**src/design/rmq_sqrt.sv**
```systemverilog
// ----------------------------------------------------------------------------
// rmq_sqrt
// Pipelined integer square root, one result bit per stage, with a
// side word that travels alongside.
// ----------------------------------------------------------------------------
module rmq_sqrt #(
    parameter int IW  = 32,
    parameter int SBW = 8
) (
    input  logic                        i_clk,
    input  logic                        i_rst_n,
    input  logic                        i_en,
    input  logic                        i_v,
    input  logic [IW-1:0]               i_rad,
    input  logic [SBW-1:0]              i_sb,
    output logic                        o_v,
    output logic [(IW+(IW%2))/2-1:0]    o_root,
    output logic [SBW-1:0]              o_sb
);
    localparam int NW  = IW + (IW % 2);
    localparam int SQW = NW / 2;
    localparam int RMW = SQW + 2;

    logic [NW-1:0]  s_x   [SQW+1];
    logic [RMW-1:0] s_rem [SQW+1];
    logic [SQW-1:0] s_q   [SQW+1];
    logic           s_v   [SQW+1];
    logic [SBW-1:0] s_sb  [SQW+1];

    assign s_x[0]   = NW'(i_rad);
    assign s_rem[0] = '0;
    assign s_q[0]   = '0;
    assign s_v[0]   = i_v;
    assign s_sb[0]  = i_sb;

    for (genvar k = 0; k < SQW; k++) begin : g_stage
        logic [RMW-1:0] rem_in;
        logic [RMW-1:0] trial;
        logic           ge;
        logic           r_v;
        logic [NW-1:0]  r_x;
        logic [RMW-1:0] r_rem;
        logic [SQW-1:0] r_q;
        logic [SBW-1:0] r_sb;

        // Bring down two radicand bits and try the next root bit.
        always_comb begin
            rem_in = {s_rem[k][RMW-3:0], s_x[k][NW-1 -: 2]};
            trial  = {s_q[k], 2'b01};
            ge     = (rem_in >= trial);
        end

        always_ff @(posedge i_clk) begin
            if (!i_rst_n) begin
                r_v <= 1'b0;
            end else if (i_en) begin
                r_v <= s_v[k];
            end
        end

        always_ff @(posedge i_clk) begin
            if (i_en) begin
                r_x   <= s_x[k] << 2;
                r_rem <= ge ? (rem_in - trial) : rem_in;
                r_q   <= {s_q[k][SQW-2:0], ge};
                r_sb  <= s_sb[k];
            end
        end

        assign s_v[k+1]   = r_v;
        assign s_x[k+1]   = r_x;
        assign s_rem[k+1] = r_rem;
        assign s_q[k+1]   = r_q;
        assign s_sb[k+1]  = r_sb;
    end

    assign o_v    = s_v[SQW];
    assign o_root = s_q[SQW];
    assign o_sb   = s_sb[SQW];

endmodule

```
**config.mk**
```make
export PLATFORM = sky130hd
export DESIGN_NAME = rmq_sqrt
export DESIGN_NICKNAME = d
export VERILOG_FILES = /design/src/design/rmq_sqrt.sv
export SDC_FILE = /design/constraint.sdc
export NUM_CORES = 1
export LEC_CHECK = 0
export BUFFER_PORTS_ARGS = -buffer_cell sky130_fd_sc_hd__buf_2
export CAP_MARGIN = 20
export CORE_MARGIN = 2
export CORE_UTILIZATION = 60
export DETAILED_ROUTE_END_ITERATION = 10
export PLACE_DENSITY_LB_ADDON = 0.2
export RECOVER_POWER = 25
export SLEW_MARGIN = 5
export SYNTH_ARGS = -nofsm -noshare
export SYNTH_HDL_FRONTEND = slang
export SYNTH_SLANG_ARGS = --single-unit
```
**constraint.sdc**
```tcl
create_clock -name i_clk -period 7.2 [get_ports i_clk]
set_input_delay 1.44 -clock i_clk [delete_from_list [all_inputs] [get_ports i_clk]]
set_output_delay 1.44 -clock i_clk [all_outputs]
set_load 0.02 [all_outputs]
```
# After elaboration in Yosys (flattened, before gate mapping)
# Index checks and enable logic that the tools add are counted.
# totals
word_cells,125
input_bits,44
ff_bits,747
output_inout_bits,25
# classes
magnitude_cmp,16
n_addsub,15
n_mux,15
# ops
op,n
$mux 16,14
$ge 18x10->1,1
$ge 18x11->1,1
$ge 18x12->1,1
$ge 18x13->1,1
$ge 18x14->1,1
$ge 18x15->1,1
$ge 18x16->1,1
$ge 18x17->1,1
$ge 18x3->1,1
$ge 18x4->1,1
$ge 18x5->1,1
$ge 18x6->1,1
$ge 18x7->1,1
$ge 18x8->1,1
$ge 18x9->1,1
$sub 16x10->16,1
$sub 16x11->16,1
$sub 16x12->16,1
$sub 16x13->16,1
$sub 16x14->16,1
$sub 16x15->16,1
$sub 16x16->16,1
$sub 16x3->16,1
9 further kinds,9

# Longest topological paths before layout
# logic_depth
depth_word,2
depth_mapped,11
depth_no_buf,10

# Worst setup path after synthesis
# OpenSTA, ideal clock, no wires.
# synth_timing
path_kind,register to register
startpoint,register g_stage[13].r_rem[0]
endpoint,"register g_stage[14].r_rem[10], data pin"
required_ns,6.938
period_less_slack_ns,2.661
arrival_ns,2.398
slack_ns,4.539
stages_incl_launch_ff,11
setup_time_ns,0.262
n_path_buf,2
path_cell_list,edfxtp_1 > ha_1 > nor2b_1 > o31ai_1 > a21oi_1 > a21oi_1 > nand2_1 > a41o_1 > buf_2 > buf_2 > mux2_1
# synth_via
elab_chain_len,2
elab_cells_between_ends,3
cone_classes,1 x add/sub; 1 x order compare; 1 x mux
# synth_lines
element,line,rtl
"start, declared",42,logic [RMW-1:0] r_rem;
"start signal, assigned",64,r_rem <= ge ? (rem_in - trial) : rem_in;
$ge 18x16->1,50,ge = (rem_in >= trial);
named net g_stage[14].ge,39,logic ge;
$mux 16,64,
"end signal, assigned",64,
"end, declared",42,
# The timed path passes the listed nets, and every way through them passes these cells.
# A chain may end at the register's enable or synchronous reset.

# Worst setup path in the final report
# layout_timing
startpoint,register g_stage[5].r_rem[0]
endpoint,"register g_stage[6].r_rem[4], data pin"
# layout_via
elab_chain_len,2
elab_cells_between_ends,3
cone_classes,1 x add/sub; 1 x order compare; 1 x mux
# layout_lines
element,line
"start, declared",42
"start signal, assigned",64
$sub 16x8->16 or $ge 18x8->1 (tied branches),"64, 50"
$mux 16 *,64
"end signal, assigned",64
"end, declared",42
# Every way passes the cells marked *; elsewhere a longest branch is shown, timed or not.

==> summary.md <==
| Metric | Value |
|---|---|
| F_max | `292 MHz` |
| Post-synth top area share | `0.690` |
| Clock power frac | `0.354` |
| CP required | `7550 ps` |
| Leak Pwr | `13.5 nW` |
| Slew @ Worst Pin | `1050 ps` |
| PortBufs | `68` |
| Area contributors post-synth | `edfxtp_1 69%, ha_1 6.0%, xnor2_1 2.5%, xor2_1 2.1%, inv_1 2.1%` |
| CP peak stage delay | `780 ps` |
| FF-to-FF setup slack | `3770 ps` |
| HPWL Detailed | `34200 µm` |
| Leading area contributor after synthesis | `edfxtp_1` |
| WHS Endpoint | `g_stage[7].r_x[21]` |
| Clock Skew | `16.0 ps` |
| Starting density of the core | `0.605` |
| CTS Hold Bufs | `0` |
| Ant. Diodes | `0` |
| Synth async-reset ratio | `0` |
| Pin count of the biggest net entering global routing | `157` |
| First-pass iteration count of the detailed router | `6` |
| CP Capture Type | `flop` |
| RSZ-0062 raised after global routing | `no` |
| Total number of vias | `around 17000` |
| Clock latency on the worst-skew pair | `600 ps` |
| Ys flop type | `edfxtp_1` |
| Clock-pin transition on the worst setup and hold timing paths | `60 ps` |
| Slew margin rel. | `0.300` |
| # Post-CTS Setup Buffers | `0` |
| Power Internal | `between 8 and 9 mW` |
| Clk sinks | `~740` |
| Crit path from | `g_stage[5].r_rem[0]` |
| Final non-filler cell total | `a little over 3000` |
| Crit path max fanout | `16` |
| Mapped cell area | `0.0317 mm²` |
| Share of layout cells above drive strength 1 | `0.100` |
| CTS tree | `yes` |
| Max-cap violations | `0` |
| Sequential power share | `0.510` |
| Hold Crit Start | `g_stage[6].r_x[19]` |
| First-pass GRT wire length | `slightly above 80000 µm` |
| Hold Path Cell Cnt | `0` |
| Die height | `~230 µm` |
| Initial antenna violation count | `1` |
| Ys Warns | `0` |
| DR vias/cell | `5.60` |
| Psw | `2.64 mW` |
| Pre-CTS WS | `approximately 3600 ps` |
| Drt total wl | `between 50000 and 60000 µm` |
| DR iter-0 viols | `1178` |
| Worst Setup Start Kind | `flop` |
| Placer Congestion | `a little over 0.9` |
| PnR worst setup slack | `3770 ps` |
| Reg-to-Reg Start | `g_stage[5].r_rem[0]` |
| GR Util All Layers | `0.191` |
| Placed cells | `2926` |
| Final core utilization | `0.676` |
| Final #Nets | `2510` |
| Hold Crit Class | `flop to flop` |
| CTS buffer count | `between 70 and 80` |
| Cts repair resizes | `0` |
| Final period utilization | `0.476` |
| Syn_nets | `between 2000 and 2500` |
| Power per cell area | `307 mW/mm²` |
| Comb pwr share | `0.136` |
| Switching Fraction | `0.243` |
| EDFF count, synth | `roughly 730` |
| Root buf cell | `clkbuf_16` |
| Die X | `234 µm` |
| Max VDD drop | `0.233 mV` |
| Worst path cell trace | `ha_1, nor2b_1, o211ai_1, a21boi_0, o41ai_1, nand3_1, mux2_2` |
| WP data arrival | `3780 ps` |
| Post-route DRC | `0` |
| Wirelength per Cell | `roughly 17 µm` |
| IO Pins | `69` |
| Worst reg2reg path depth | `7` |
| Post-synthesis instance total | `2185` |
| GRT overflow | `0` |
| P&R area growth vs syn | `11.7%` |
| Number of distinct library cells after synthesis | `71` |
| Sequential cell area fraction in the yosys report | `0.700` |
| Die area | `0.0547 mm²` |
| Final hold vios | `0` |
| Setup-failing EPs final | `0` |
| Post-layout minimum cycle time | `3430 ps` |
| CTS max path bufs | `3` |
| Rows | `84` |
| Core area | `0.0523 mm²` |
| Final Slew Violations | `0` |
| Crit Reg-Reg Endpoint | `g_stage[6].r_rem[4]` |
| Vias in the first global route | `roughly 17000` |
| Status | `finished clean` |
| Final TNS setup | `0 ps` |
| Kind of critical path | `flop to flop` |
| H-tree Lvls | `3` |
| Syn_area_per_cell | `14.5 µm²` |
| Slowest cell on the critical path | `o41ai_1` |
| Yosys reg bits | `744` |
| Antenna viol nets, final | `0` |
| Fillers | `3591` |
-- cell families after synthesis --
group	count (synthesis)	share of synthesized area
AO/OA/AOI/OAI	372	0.0723
XOR/XNOR	167	0.0462
adder cells (fa/ha/maj)	152	0.0600
buffers and inverters	204	0.0246
flip-flops	744	0.700
multiplexers	54	0.0183
other	1	0.000118
AND/OR/NAND/NOR	491	0.0784
-- stage by stage --
| stage | power [mW] | area [µm²] | hold slack (ps) |
|---|---|---|---|
| floorplan | 6.63 | 31700 | 400 |
| global placement | 7.01 | 32900 | 400 |
| detailed placement | 7.09 | 32900 | 405 |
| CTS | 11.0 | 35400 | 415 |
| global route | 11.3 | 35400 | 420 |
| finish | 10.9 | 35400 | 412 |
-- power by group through the flow --
| stage | sequential, mW | combinational (mW) | clock, mW |
|---|---|---|---|
| floorplan | 5.55 | 1.08 | 0 |
| global placement | 5.61 | 1.40 | 0 |
| detailed placement | 5.63 | 1.45 | 0 |
| CTS | 5.54 | 1.47 | 3.95 |
| global route | 5.58 | 1.66 | 4.10 |
| finish | 5.54 | 1.47 | 3.84 |
-- synthesized netlist by cell type, drive strengths merged, types with 8 or more instances --
| master | instances |
|---|---|
| and2 | 8 |
| dfxtp | 16 |
| nor2 | 123 |
| nor4 | 25 |
| ha | 152 |
| nand3 | 23 |
| mux2i | 22 |
| inv | 177 |
| xnor2 | 91 |
| or3 | 16 |
| nor3 | 55 |
| nor2b | 31 |
| o31ai | 12 |
| edfxtp | 728 |
| nand2b | 30 |
| a31oi | 8 |
| nand3b | 9 |
| a21o | 33 |
| clkbuf | 20 |
| xor2 | 76 |
| o21a | 23 |
| a21oi | 123 |
| nand2 | 114 |
| mux2 | 32 |
| o21ai | 98 |
| nand4 | 18 |
| o211ai | 8 |
| a211oi | 12 |
-- worst max path at each step --
stage / endpoint / slack [ps] / depth (start not counted)
after floorplan: g_stage[14].r_rem[10] / 4540 / 10
after global placement: g_stage[6].r_v / 3680 / 4
after detailed placement: g_stage[9].r_v / 3640 / 4
after CTS: g_stage[6].r_rem[4] / 3860 / 7
after global routing: g_stage[6].r_rem[7] / 3570 / 7
final: g_stage[6].r_rem[4] / 3770 / 7
-- per-layer routing --
layer | GRT usage | up-vias | share of wire | routed length, µm
li1 | - | 8392 | - | -
met1 | 0.248 | 8209 | 0.43 | 22000
met2 | 0.323 | 412 | 0.50 | 25500
met3 | 0.0390 | 117 | 0.047 | 2400
met4 | 0.0682 | 0 | 0.028 | 1460
met5 | 0 | - | 0 | 0
-- registers in the layout, summed over array words and instances, names as in the netlist --
register,flops
o_v,1
o_root,16
g_stage.r_q,120
g_stage.r_rem,224
g_stage.r_v,15
g_stage.r_x,240
g_stage.r_sb,120
o_sb,8
-- critical path: cells and delay by family (launching register included) --
kind / cells / cell delay, ps
fa+ha+maj: 1 / 370
compound gates: 3 / 1110
simple gates: 2 / 820
mux: 1 / 470
flops: 1 / 400
-- placed cells by master, fill, tap and decap left out, drive strengths merged, types with 25 or more instances in the layout --
cell type	n
a21o	33
a21oi	123
buf	79
clkbuf	83
clkinv	34
edfxtp	728
ha	152
inv	181
mux2	32
nand2	114
nand2b	30
nor2	123
nor2b	31
nor3	55
nor4	25
o21ai	98
xnor2	91
xor2	76
-- cell type report --
class	count	area, µm²	share of cell area
flip-flops and latches	744	22200	0.627
well taps	688	861	0.0243
repair buffers	79	483	0.0137
clock buffers	83	1890	0.0533
multi-input cells	1237	8730	0.247
inverters	178	668	0.0189
clock inverters	49	567	0.0160
(Power assumes the default switching activity.)
