## config.mk

```make
export PLATFORM = sky130hd
export DESIGN_NAME = rmq_front
export DESIGN_NICKNAME = d
export VERILOG_FILES = /design/src/design/rmq_pkg.sv /design/src/design/rmq_front.sv
export SDC_FILE = /design/constraint.sdc
export NUM_CORES = 1
export LEC_CHECK = 0
export BUFFER_PORTS_ARGS = -buffer_cell sky130_fd_sc_hd__buf_2
export CORE_AREA = 5 5 245 247
export DETAILED_ROUTE_END_ITERATION = 16
export DIE_AREA = 0 0 250 252
export HOLD_SLACK_MARGIN = 0.08
export PLACE_DENSITY = 0.57
export REMOVE_ABC_BUFFERS = 1
export SETUP_SLACK_MARGIN = 0.2
export SLEW_MARGIN = 20
export SYNTH_ARGS = -nofsm -noshare
export SYNTH_HDL_FRONTEND = slang
export SYNTH_SLANG_ARGS = --single-unit
```

## constraint.sdc

```tcl
create_clock -name i_clk -period 8.1 [get_ports i_clk]
set_input_delay 0.405 -clock i_clk [delete_from_list [all_inputs] [get_ports i_clk]]
set_output_delay 0.405 -clock i_clk [all_outputs]
set_load 0.01 [all_outputs]
```

## src/design/rmq_pkg.sv

```systemverilog
// ----------------------------------------------------------------------------
// rmq_pkg
// Types and constants shared by the matrix-to-quaternion pipeline.
// ----------------------------------------------------------------------------
package rmq_pkg;

    // Branch of the conversion that was used for a matrix.
    typedef enum logic [1:0] {
        BR_TRACE = 2'd0,
        BR_X     = 2'd1,
        BR_Y     = 2'd2,
        BR_Z     = 2'd3
    } t_branch;

    // Number of quotients formed per matrix.
    localparam int NUM_LANES = 3;

endpackage

```

## src/design/rmq_front.sv

```systemverilog
// ----------------------------------------------------------------------------
// rmq_front
// First stage: trace, branch choice, radicand with clamp and the three
// numerators split into sign and magnitude.
// ----------------------------------------------------------------------------
module rmq_front #(
    parameter int DATA_WIDTH = 16,
    parameter int FRAC_BITS  = 14
) (
    input  logic                                i_clk,
    input  logic                                i_rst_n,
    input  logic                                i_en,
    input  logic                                i_v,
    input  logic [8:0][DATA_WIDTH-1:0]          i_m,
    output logic                                o_v,
    output logic [((DATA_WIDTH > FRAC_BITS+1) ? DATA_WIDTH : FRAC_BITS+1)+1:0] o_rad,
    output logic [2:0][DATA_WIDTH:0]            o_mag,
    output logic [2:0]                          o_neg,
    output rmq_pkg::t_branch                    o_br,
    output logic                                o_bad
);
    import rmq_pkg::*;

    localparam int SW  = ((DATA_WIDTH > FRAC_BITS+1) ? DATA_WIDTH : FRAC_BITS+1) + 3;
    localparam int NMW = DATA_WIDTH + 1;
    localparam logic signed [SW-1:0] ONE = {{(SW-1){1'b0}}, 1'b1} <<< FRAC_BITS;
    localparam logic signed [SW-1:0] MIN_POS = {{(SW-1){1'b0}}, 1'b1};

    logic signed [SW-1:0] a [9];
    logic signed [SW-1:0] tr;
    logic signed [SW-1:0] rad;
    logic signed [SW-1:0] n [3];
    logic signed [SW-1:0] absn [3];
    t_branch              br;
    logic                 bad;

    logic                 r_v;
    logic [SW-2:0]        r_rad;
    logic [2:0][NMW-1:0]  r_mag;
    logic [2:0]           r_neg;
    t_branch              r_br;
    logic                 r_bad;

    // Branch choice and the terms that go into the root and the quotients.
    always_comb begin
        for (int k = 0; k < 9; k++) begin
            a[k] = {{(SW-DATA_WIDTH){i_m[k][DATA_WIDTH-1]}}, i_m[k]};
        end
        tr  = a[0] + a[4] + a[8];
        bad = 1'b0;
        if (tr > 0) begin
            br   = BR_TRACE;
            rad  = tr + ONE;
            n[0] = a[7] - a[5];
            n[1] = a[2] - a[6];
            n[2] = a[3] - a[1];
        end else begin
            if (a[0] > a[4] && a[0] > a[8]) begin
                br   = BR_X;
                rad  = ONE + a[0] - a[4] - a[8];
                n[0] = a[7] - a[5];
                n[1] = a[1] + a[3];
                n[2] = a[2] + a[6];
            end else if (a[4] > a[8]) begin
                br   = BR_Y;
                rad  = ONE + a[4] - a[0] - a[8];
                n[0] = a[2] - a[6];
                n[1] = a[1] + a[3];
                n[2] = a[5] + a[7];
            end else begin
                br   = BR_Z;
                rad  = ONE + a[8] - a[0] - a[4];
                n[0] = a[3] - a[1];
                n[1] = a[2] + a[6];
                n[2] = a[5] + a[7];
            end
            // A matrix that is not a rotation can give a radicand at or below zero.
            if (rad <= 0) begin
                rad = MIN_POS;
                bad = 1'b1;
            end
        end
        for (int k = 0; k < NUM_LANES; k++) begin
            absn[k] = n[k][SW-1] ? -n[k] : n[k];
        end
    end

    // Stage register, valid bit.
    always_ff @(posedge i_clk) begin
        if (!i_rst_n) begin
            r_v <= 1'b0;
        end else if (i_en) begin
            r_v <= i_v;
        end
    end

    // Stage register, payload.
    always_ff @(posedge i_clk) begin
        if (i_en) begin
            r_rad <= rad[SW-2:0];
            r_br  <= br;
            r_bad <= bad;
            for (int k = 0; k < NUM_LANES; k++) begin
                r_mag[k] <= absn[k][NMW-1:0];
                r_neg[k] <= n[k][SW-1];
            end
        end
    end

    assign o_v   = r_v;
    assign o_rad = r_rad;
    assign o_mag = r_mag;
    assign o_neg = r_neg;
    assign o_br  = r_br;
    assign o_bad = r_bad;

endmodule

```

======== Yosys cells after proc, flatten, opt, wreduce, memory -nomap -nowiden ========
Cells that the tools add are included.
word-level totals
  bits in registers ....................... 76
  bits in latches ......................... 0
  RAM bits ................................ 0
  bits in read-only memories .............. 0
  output and inout port bits .............. 76
  word-level logic and storage cells ...... 51
  memories kept ........................... 0
cells by class
  $add $sub $neg .......................... 21
  $mul .................................... 0
  divide/modulo/power cells ............... 0
  $lt $le $gt $ge ......................... 5
  eq/ne operators ......................... 0
  shifts and indexed selects .............. 0
  multiplexer cells ....................... 14
  bitwise gates (word level) .............. 0
  reduce and logical (&&, ||, !) cells .... 2
operators with widths
  operator                  count
  $mux W57                  3
  $add A16 B16 Y17          4
  $mux W19                  3
  $sub A18 B16 Y19          3
  $sub A17 B16 Y18          3
  $add A16 B16 Y17 const A  3
  $mux W17                  3
  $neg A17 Y17              3
  $sub A16 B16 Y17          3
  $gt A16 B16 Y1            3
  $mux W18                  2
  $le A19 B1 Y1 const B     1
  $add A17 B16 Y18          1
  $add A18 B16 Y18 const B  1
  $gt A18 B1 Y1 const B     1
  $mux W1                   3
  $reduce_or A2 Y1          1
  $logic_and A1 B1 Y1       1

======== Longest topological paths before layout ========
Gate-level depths: netlist of the first run.
  depth in word-level cells ............... 9
  mapped depth ............................ 32

======== Least setup slack after synthesis of the first run ========
Ideal clock, no wire load.
  kind .................................... input port to flip-flop
  from .................................... input i_m[1] (netlist name)
  to ...................................... register r_mag, in the netlist o_mag[48], data pin
  arrival ................................. 6.112 ns
  data required time ...................... 7.837 ns
  setup slack ............................. 1.725 ns
  cell stages on the path ................. 31
  path through ............................ fa_1 -> ha_1 -> fa_1 -> nor2b_1 -> o211a_1 -> o211ai_1 -> a21oi_2 -> a31o_2 -> a21o_1 -> a21oi_1 -> xnor2_1 -> inv_1 -> ha_1 -> nor4b_1 -> nand2_1 -> a221oi_1 -> and4b_2 -> and4_4 -> a21o_4 -> buf_6 -> buf_6 -> buf_4 -> buf_2 -> nor2_1 -> a21o_1 -> inv_1 -> ha_1 -> o211a_1 -> or3b_4 -> o21ai_1 -> xnor2_1
RTL lines
  element                        line              RTL
  start, declared                rmq_front.sv:14   input logic [8:0][DATA_WIDTH-1:0] i_m,
  end signal, assigned by index  rmq_front.sv:104  r_mag[k] <= absn[k][NMW-1:0];
  end, declared                  rmq_front.sv:39   logic [2:0][NMW-1:0] r_mag;

==> run summary, run 1 <==
outcome = complete, no violations
Slew Viols, Final = 0
upper clock frequency limit = 147 MHz
Crit Path Class = input pin to flop
DR WL/cell = 19.4 µm
Post-synth EDFFs = 75
first-pass GRT wire length = 87.4 mm
relative slew slack = 28.2%
dpl hpwl = 49.2 mm
Mapped Area = 17,100 µm²
overall routed net length = 57.6 mm
vias per cell = 5.05
Post-synth ARST share = 0%
reg2reg setup slack = 7.51 ns
Area contributors post-synth = ha_1 (22%), edfxtp_1 (13%), fa_1 (9.1%), xnor2_1 (6.0%), inv_1 (5.1%)
Top FF cell, synth = edfxtp_1
drt drc = 0
setup ws final = 1.32 ns
Hold Path Class = input pin to flop
die height = 252 µm
area delta synth->final = 12.4%
layout cells sized above 1 = 14.5%
via count = 15,000
Post-Route Setup TNS = 0 ns
Hold Fails Final Rpt = 0
top cell type's share of synthesized area = 21.6%
antenna viol nets, final = 0
crit-path max FO = 49
Avg Synthesized Cell Area = 8.46 µm²
Yosys top cell by area = ha_1
footprint of the multi-input gates = 13,600 µm²
number of H-tree levels = 3
Tmin final = 6.78 ns
Starting Density = 29.8%
RR Endpoint = o_v$_SDFFE_PN0P_
Clock transition at path regs = 0.06 ns
number of global-route vias before repair = 15,200
root buf cell = clkbuf_16
Worst Path Arrival = 6.88 ns
post-synthesis cell count = 2,019
power density over the cells = 203 nW/µm²
RR Startpoint = o_v$_SDFFE_PN0P_
Clock Path Buffers = 2
Static Leakage = 9.01 nW
Placement Setup Slack = 0.932 ns
Final setup viols = 0
Max-Cap Viols = 0
cts repair resizes = 0
RD Place Congestion = 0.969
fin util = 33.4%
synth warn = 0
Setup crit start kind = input pin
gr usage total = 17.5%
clk sinks = 76
I/O Pins = 224
Post-CTS Hold Buffers = 0
iteration-0 DRC count of the detailed router = 1,030
storage element area = 2270 µm²
post-synthesis sequential area ratio = 13.3%
ANT cells = 0
Die Wd = 250 µm
most frequent cell after synthesis = ha_1
CP Capture Type = flop
post-synth cell types = 108
Hold Startpoint = i_rst_n
Worst Hold Path Cells = 2
TritonCTS Buffers = 9
FF+latch count, synth = 76
fin crit share = 83.7%
Final #Nets = 2,715
unrepaired setup endpoints after global routing = false
# rows = 88
total of fill cells in the finished design = 6,028
TritonRoute pass-1 iters = 6
Worst Tran Pin Value = 1.08 ns
Max IR drop VDD = 0.0866 mV
input/output buffers = 223
die area = 63,000 µm²
Post-CTS Setup Inserts = 0
initial antenna violation count = 0
Worst Skew = 0 ns
largest net degree at the start of global routing = 77
grt ovf = 0
Worst R2R Path Depth = 2
worst hold slack = 0.265 ns
clk_lat worst skew = 0.35 ns
commonest cells in the netlist = ha_1 (295), inv_1 (234), a21oi_1 (142)
TritonCTS clock tree = yes
worst hold path endpoint = o_v$_SDFFE_PN0P_
core area = 57,400 µm²
worst endpoint required time = 8.20 ns
## how the worst max path moves through the flow
stage          startpoint  slack [ns]  depth (start not counted)                  end
3_3_place_gp       i_m[2]        1.02                         27  o_mag[31]$_DFFE_PP_
6_report           i_m[2]        1.32                         27  o_mag[31]$_DFFE_PP_
5_1_grt            i_m[2]        0.89                         27  o_mag[31]$_DFFE_PP_
4_1_cts            i_m[2]        1.34                         27  o_mag[31]$_DFFE_PP_
2_1_floorplan      i_m[1]        1.79                         25  o_mag[14]$_DFFE_PP_
3_5_place_dp       i_m[1]        0.93                         26  o_mag[31]$_DFFE_PP_
## power by group
group / total, mW / leakage [nW] / switching (mW) / internal [mW]
combinational: 2.70 / 8.13 / 1.65 / 1.04
sequential: 0.777 / 0.739 / 0.108 / 0.669
clock: 0.417 / 0.144 / 0.177 / 0.240
## cells in the final DEF, fill, tap and decap left out, types with 29 or more instances in the layout
cell	count
nor2b_1	40
a21o_1	33
nor3_1	48
a21oi_1	142
ha_1	295
xor2_1	61
nand2_1	115
fa_1	78
o21a_1	29
nand3_1	31
inv_1	234
buf_2	222
mux2i_1	52
nor2_1	123
xnor2_1	116
edfxtp_1	75
o21ai_0	96
## state kept, by name, indices dropped and copies added (netlist names)
| register | cells |
|---|---|
| o_rad | 18 |
| o_v | 1 |
| o_br | 2 |
| o_mag | 51 |
| o_neg | 3 |
| o_bad | 1 |
## cell type report
class | instances | area share (%)
Multi-Input combinational cell | 1635 | 70.7
Sequential cell | 76 | 11.8
Timing Repair Buffer | 235 | 6.30
Tap cell | 765 | 4.99
Inverter | 237 | 4.64
Clock buffer | 9 | 1.17
Clock inverter | 7 | 0.378
## cell families (layout without fill, tap and decap cells)
group / count (synthesis) / in the layout / synth area share [%]
compound gates: 518 / 518 / 20.1
xor+xnor: 177 / 177 / 9.08
fa+ha+maj: 373 / 373 / 30.8
buf+inv: 308 / 488 / 7.43
flops: 76 / 76 / 13.3
mux: 67 / 67 / 4.03
simple gates: 500 / 500 / 15.2
## layer usage
layer | routed length, µm | track usage, %
met1 | 24800 | 22.0
met2 | 29100 | 32.4
met3 | 2510 | 1.67
met4 | 1210 | 4.40
met5 | 0 | 0
## worst max-delay path: stages
cell	delay, ns
buf_2	0.15
inv_1	0.14
fa_1	0.56
inv_1	0.10
fa_1	0.45
nor2b_1	0.16
o211a_1	0.24
o211ai_1	0.44
a21oi_2	0.18
a31o_2	0.32
a21o_1	0.18
a21oi_1	0.16
xnor2_1	0.13
inv_1	0.08
ha_1	0.20
nor4b_1	0.25
nand2_1	0.08
a221oi_1	0.22
and4b_2	0.25
and4_4	0.25
a21o_4	0.49
a21boi_0	0.21
or2_2	0.33
ha_1	0.24
and3_1	0.23
a41o_1	0.28
xnor2_1	0.12
## through the flow
step / power (mW) / area [µm²] / instances
2_1_floorplan: 2.52 / 16700 / 1948
3_3_place_gp: 3.45 / 18900 / 2948
3_5_place_dp: 3.47 / 18900 / 2948
4_1_cts: 3.92 / 19200 / 2964
5_1_grt: 4.19 / 19200 / 2964
6_report: 3.89 / 19200 / 2964
No activity file was read; power rests on OpenSTA's default activity.
==> run 2, diff against run 1 <==
--- a/config.mk
+++ b/config.mk
@@ -10,7 +10,7 @@
 export DETAILED_ROUTE_END_ITERATION = 16
 export DIE_AREA = 0 0 250 252
 export HOLD_SLACK_MARGIN = 0.08
-export PLACE_DENSITY = 0.57
+export PLACE_DENSITY = 0.58
 export REMOVE_ABC_BUFFERS = 1
 export SETUP_SLACK_MARGIN = 0.2
 export SLEW_MARGIN = 20
==> constraint.sdc (replaced) <==
create_clock -name i_clk -period 5.9 [get_ports i_clk]
set_input_delay 0.295 -clock i_clk [delete_from_list [all_inputs] [get_ports i_clk]]
set_output_delay 0.295 -clock i_clk [all_outputs]
set_load 0.01 [all_outputs]
==> run 2 against run 1 <==
  * Die area is the same
  * Critical path depth is the same
  * Via count grew 5.0%
  * Clock-buffer cell count is the same
  * Worst setup slack lost 0.98 ns
  * Sequential power grew 38%
  * Sequential cell count is the same
  * Register-to-register slack lost 2.2 ns
  * Critical endpoint is now o_mag[48]$_DFFE_PP_
  * Largest cell class unchanged
  * Largest power group unchanged
==> run summary, run 2 (synthesis results as in run 1) <==
upper clock frequency limit = 180 MHz
clk_lat worst skew = 0.35 ns (about the same)
worst hold slack = 0.157 ns (-0.108 ns)
Hold Path Class = input pin to flop
CP Capture Type = flop
outcome = complete, no violations
max reg flops = 51 (unchanged)
most common cell after layout, fill and taps aside = ha_1
Tmin final = 5.56 ns
core area = 57,400 µm² (unchanged)
vias per cell = 5.05 (about the same)
Pint = 2.97 mW (+52%)
largest net degree at the start of global routing = 66 (-14%)
drt drc = 0 (unchanged)
number of global-route vias before repair = 16,000 (+4.7%)
Static Leakage = 9.78 nW (+8.5%)
die area = 63,000 µm² (unchanged)
via count = 15,700 (+5.0%)
worst endpoint required time = 6.00 ns (-2.20 ns)
RR Startpoint = o_v$_SDFFE_PN0P_
CP startpoint = i_m[129]
Hold Fails Final Rpt = 0 (unchanged)
I/O Pins = 224 (unchanged)
Hold Startpoint = i_rst_n
Worst Tran Pin Value = 0.931 ns (-0.147 ns)
fin crit share = 94.3%
Clock Path Buffers = 2 (unchanged)
Final #Nets = 2,862 (+5.4%)
layout cells sized above 1 = 21.1% (+6.6 points)
gr usage total = 18.2% (+0.65 points)
Placed Cells = 3,087 (+4.7%)
relative slew slack = 37.8% (+9.6 points)
TritonCTS clock tree = yes
Starting Density = 29.8% (unchanged)
DR WL/cell = 19.4 µm (-0.24%)
Psw = 2.83 mW (+46%)
clock power share = 9.5% (-1.2 points)
Max-Cap Viols = 0 (unchanged)
area delta synth->final = 20.2%
unrepaired setup endpoints after global routing = true
input/output buffers = 223 (unchanged)
Clock transition at path regs = 0.06 ns (about the same)
Max IR drop VDD = 0.139 mV (+61%)
grt ovf = 0 (unchanged)
Layout Cells excl Fill = 3,111 (+5.0%)
RD Place Congestion = 0.995 (+2.6%)
Worst Path Arrival = 5.66 ns (-1.22 ns)
Post-CTS Hold Buffers = 0 (unchanged)
setup ws final = 0.338 ns (-0.980 ns)
crit-path max FO = 17 (-65%)
power share of the combinational group = 72.1% (+2.8 points)
dpl hpwl = 51.5 mm (+4.7%)
# rows = 88 (unchanged)
Power, Total = 5.80 mW (+49%)
Die Wd = 250 µm (unchanged)
Sw Ratio = 48.7% (-1.0 points)
Worst Skew = 0 ns (unchanged)
overall routed net length = 60.3 mm (+4.7%)
root buf cell = clkbuf_16
initial antenna violation count = 1 (+1)
ANT cells = 0 (unchanged)
clk sinks = 76 (unchanged)
Reg power frac = 18.4% (-1.6 points)
antenna viol nets, final = 0 (unchanged)
power density over the cells = 283 nW/µm² (+39%)
Placement Setup Slack = -0.534 ns (-1.47 ns)
TritonRoute pass-1 iters = 5 (-1)
TritonCTS Buffers = 9 (unchanged)
first-pass GRT wire length = 91.1 mm (+4.3%)
Crit Path Class = input pin to flop
Slew Viols, Final = 0 (unchanged)
die height = 252 µm (unchanged)
number of H-tree levels = 3 (unchanged)
iteration-0 DRC count of the detailed router = 1,208 (+17%)
Setup crit start kind = input pin
most frequent cells in the layout = ha_1 (292), inv_1 (234), buf_2 (220)
Final setup viols = 0 (unchanged)
==> run 2: path summary, 6_finish.rpt <==
kind / cells after the start / slack [ns] / endpoint
setup / recovery: 27 / 0.34 / o_mag[48]$_DFFE_PP_
setup reg to reg: 2 / 5.31 / o_v$_SDFFE_PN0P_
hold reg to reg: 2 / 0.52 / o_v$_SDFFE_PN0P_
hold / removal: 2 / 0.16 / o_v$_SDFFE_PN0P_
==> run 2: metal layers <==
metal  part of all wire, %  wire length (µm)  global-route usage [%]
met1                    44             26300                    23.4
met2                    50             30000                    32.8
met3                   4.2              2560                    1.48
met4                   2.4              1460                    4.90
met5                     0                 0                       0
==> run 2: timing repair <==
action / in CTS / in global routing
pin swaps: 1 / 22
setup buffers: 0 / 8
gates resized for setup: 4 / 43
cloned: 0 / 0
endpoints found under the setup margin: 32 / 52
==> run 2: area by class of cell <==
type                       count  area, µm²
fill                        5960      36800
multi-input combinational   1635      13800
timing repair buffer         382       2370
sequential                    76       2270
tap                          765        957
inverter                     237        892
clock buffer                   9        225
clock inverter                 7       57.6
==> run 2: worst max-delay path, cell delays in order <==
cell	delay (ns)
buf_6	0.10
fa_1	0.48
ha_2	0.22
fa_2	0.43
nor2b_4	0.14
o211a_1	0.25
o211ai_1	0.16
buf_4	0.16
a21oi_4	0.06
a31o_2	0.25
a21o_1	0.16
a21oi_2	0.19
xnor2_2	0.15
inv_1	0.07
ha_2	0.19
nor4b_4	0.13
nand2_1	0.09
a221oi_2	0.04
and4b_2	0.22
and4_4	0.18
a21o_4	0.26
buf_12	0.17
nor4_1	0.45
o21ai_2	0.14
or3b_4	0.45
o21ai_2	0.16
xnor2_1	0.08
==> run 2: per-stage QoR <==
stage	instance area, µm²	utilization, %	TNS, ns
floorplan	16700	-	-5.07
global placement	20000	34.8	-6.22
detailed placement	20000	34.8	-10.37
CTS	20300	35.3	0
global route	20500	35.8	0
finish	20500	35.8	0
==> run 2: power groups by stage <==
stage,clock (mW),combinational [mW],sequential [mW]
global route,0.596,4.55,1.09
finish,0.551,4.18,1.07
detailed placement,0,4.05,1.08
CTS,0.573,4.07,1.08
global placement,0,4.00,1.10
floorplan,0,2.37,1.09
==> run 3, diff against run 2 <==
--- a/config.mk
+++ b/config.mk
@@ -6,11 +6,13 @@
 export NUM_CORES = 1
 export LEC_CHECK = 0
 export BUFFER_PORTS_ARGS = -buffer_cell sky130_fd_sc_hd__buf_2
+export CELL_PAD_IN_SITES_DETAIL_PLACEMENT = 1
+export CELL_PAD_IN_SITES_GLOBAL_PLACEMENT = 1
 export CORE_AREA = 5 5 245 247
 export DETAILED_ROUTE_END_ITERATION = 16
 export DIE_AREA = 0 0 250 252
 export HOLD_SLACK_MARGIN = 0.08
-export PLACE_DENSITY = 0.58
+export PLACE_DENSITY = 0.7
 export REMOVE_ABC_BUFFERS = 1
 export SETUP_SLACK_MARGIN = 0.2
 export SLEW_MARGIN = 20
==> run 3 against run 2 <==
  * Global-route usage increased by 2.2 points
  * Largest power group unchanged
  * Worst setup slack got worse by 0.071 ns
  * Fmax decreased by 1.3%
  * Sequential cell count did not move
  * Highest routed layer unchanged
  * Via count up 2.1%
  * Combinational power is 1% higher
  * First-iteration DRC count shrank 33%
  * Non-clock buffer count down 9
==> run summary, run 3 (synthesis results as in run 1) <==
Slew Viols, Final = 0 (unchanged)
antenna viol nets, final = 0 (unchanged)
Crit Path Class = input pin to flop
TritonCTS clock tree = yes
number of H-tree levels = 3 (unchanged)
highest-delay cell along the critical path = fa_1
TritonRoute pass-1 iters = 5 (unchanged)
dpl hpwl = 57.5 mm (+12%)
overall routed net length = 66.6 mm (+10%)
Static Leakage = 9.73 nW (-0.54%)
most common cell after layout, fill and taps aside = ha_1
vias per cell = 5.17 (+2.3%)
root buf cell = clkbuf_16
Final #Nets = 2,854 (-0.28%)
power share of the combinational group = 71.6% (-0.5 points)
initial antenna violation count = 4 (+3)
crit-path max FO = 6 (-11)
Final setup viols = 0 (unchanged)
upper clock frequency limit = 178 MHz (-1.3%)
Placement Setup Slack = -0.438 ns (+0.0964 ns)
first-pass GRT wire length = 101 mm (+11%)
Worst Tran Pin Value = 0.888 ns (-0.0424 ns)
area delta synth->final = 19.7%
Max-Cap Viols = 0 (unchanged)
Buf/Inv on CP = 4 (unchanged)
Max IR drop VDD = 0.150 mV (+7.7%)
Starting Density = 29.8% (unchanged)
Die Wd = 250 µm (unchanged)
worst hold slack = 0.150 ns (-0.00664 ns)
Post-Route Setup TNS = 0 ns (unchanged)
RD Place Congestion = 0.970 (-2.5%)
DR WL/cell = 21.4 µm (+11%)
grt ovf = 0 (unchanged)
relative slew slack = 40.0% (+2.1 points)
die height = 252 µm (unchanged)
# rows = 88 (unchanged)
Pint = 3.03 mW (+2.0%)
CP Capture Type = flop
Reg power frac = 17.9% (-0.5 points)
TritonCTS Buffers = 9 (unchanged)
clk sinks = 76 (unchanged)
Placed Cells = 3,078 (-0.29%)
die area = 63,000 µm² (unchanged)
outcome = complete, no violations
core area = 57,400 µm² (unchanged)
input/output buffers = 223 (unchanged)
I/O Pins = 224 (unchanged)
Hold Path Class = input pin to flop
unrepaired setup endpoints after global routing = true
Worst path max stage delay = 0.48 ns (about the same)
most frequent cells in the layout = ha_1 (292), inv_1 (234), buf_2 (220)
Layout Cells excl Fill = 3,105 (-0.19%)
Tmin final = 5.63 ns (+0.0713 ns)
max reg flops = 51 (unchanged)
power density over the cells = 289 nW/µm² (+2.4%)
via count = 16,000 (+2.1%)
Psw = 2.88 mW (+1.9%)
fin crit share = 95.5% (+1.2 points)
Clock transition at path regs = 0.07 ns (about the same)
drt drc = 0 (unchanged)
Hold Fails Final Rpt = 0 (unchanged)
Sw Ratio = 48.7% (about the same)
number of global-route vias before repair = 17,500 (+9.9%)
Worst Skew = 0 ns (unchanged)
Crit path max-delay family = compound AO/OA/AOI/OAI gates
worst endpoint required time = 6.01 ns (about the same)
Setup crit start kind = input pin
setup ws final = 0.267 ns (-0.0713 ns)
clock power share = 10.5% (+1.0 points)
layout cells sized above 1 = 20.5% (-0.60 points)
CP most frequent cell = ha_2
iteration-0 DRC count of the detailed router = 811 (-33%)
gr usage total = 20.3% (+2.2 points)
fin util = 35.6% (-0.15 points)
Worst Path Arrival = 5.74 ns (+0.08 ns)
clk_lat worst skew = 0.35 ns (about the same)
Clock Path Buffers = 2 (unchanged)
largest net degree at the start of global routing = 40 (-39%)
## run 3: cell count changes in the layout (fill, tap and decap cells not counted), moves of 2 or more
cell | previous run | this run
bufinv_16 | 0 | 2
a21oi_2 | 10 | 8
clkinv_1 | 1 | 3
diode_2 | 0 | 3
nor4_2 | 1 | 3
buf_4 | 156 | 149
clkinvlp_4 | 2 | 0
a21oi_1 | 135 | 137
inv_6 | 3 | 1
## run 3: metal layers
metal / GRT usage, % / up-vias / routed length [µm]
met1: 24.9 / 7952 / 28100
met3: 2.30 / 99 / 2730
met5: 0 / - / 0
met2: 37.5 / 369 / 33400
met4: 6.30 / 0 / 2400
li1: - / 7629 / -
## run 3: path summary, 6_finish.rpt
check                                       from             endpoint  slack (ns)  cells after the start
worst min-delay path                     i_rst_n     o_v$_SDFFE_PN0P_        0.15                      2
worst max register to register  o_v$_SDFFE_PN0P_     o_v$_SDFFE_PN0P_        5.32                      2
worst max-delay path                    i_m[129]  o_mag[48]$_DFFE_PP_        0.27                     29
worst min register to register  o_v$_SDFFE_PN0P_     o_v$_SDFFE_PN0P_        0.52                      2
## run 3: power by group through the flow
stage,clock network (mW),logic (mW),registers [mW]
2_1_floorplan,0,2.37,1.09
3_3_place_gp,0,4.03,1.07
3_5_place_dp,0,4.13,1.06
4_1_cts,0.633,4.17,1.06
5_1_grt,0.658,4.62,1.07
6_report,0.620,4.24,1.06
## run 3: area by class of cell
| type | count | area [µm²] |
|---|---|---|
| Inverter | 237 | 892 |
| Clock buffer | 10 | 229 |
| Timing Repair Buffer | 373 | 2280 |
| Fill cell | 6903 | 36900 |
| Sequential cell | 76 | 2270 |
| Tap cell | 765 | 957 |
| Multi-Input combinational cell | 1636 | 13700 |
| Antenna cell | 3 | 7.51 |
| Clock inverter | 5 | 76.3 |
## run 3: stage by stage
| step | cell area, µm² | power (mW) |
|---|---|---|
| 2_1_floorplan | 16700 | 3.46 |
| 4_1_cts | 20200 | 5.87 |
| 3_5_place_dp | 19900 | 5.19 |
| 5_1_grt | 20400 | 6.35 |
| 6_report | 20400 | 5.91 |
| 3_3_place_gp | 19900 | 5.10 |
## run 3: timing repair
item	4_1_cts	5_1_grt
buffers inserted	0	8
hold buffers	0	0
hold endpoints to repair	0	0
endpoints found under the setup margin	30	48
cloned	0	1
pin swaps	1	20
resized for setup	7	31
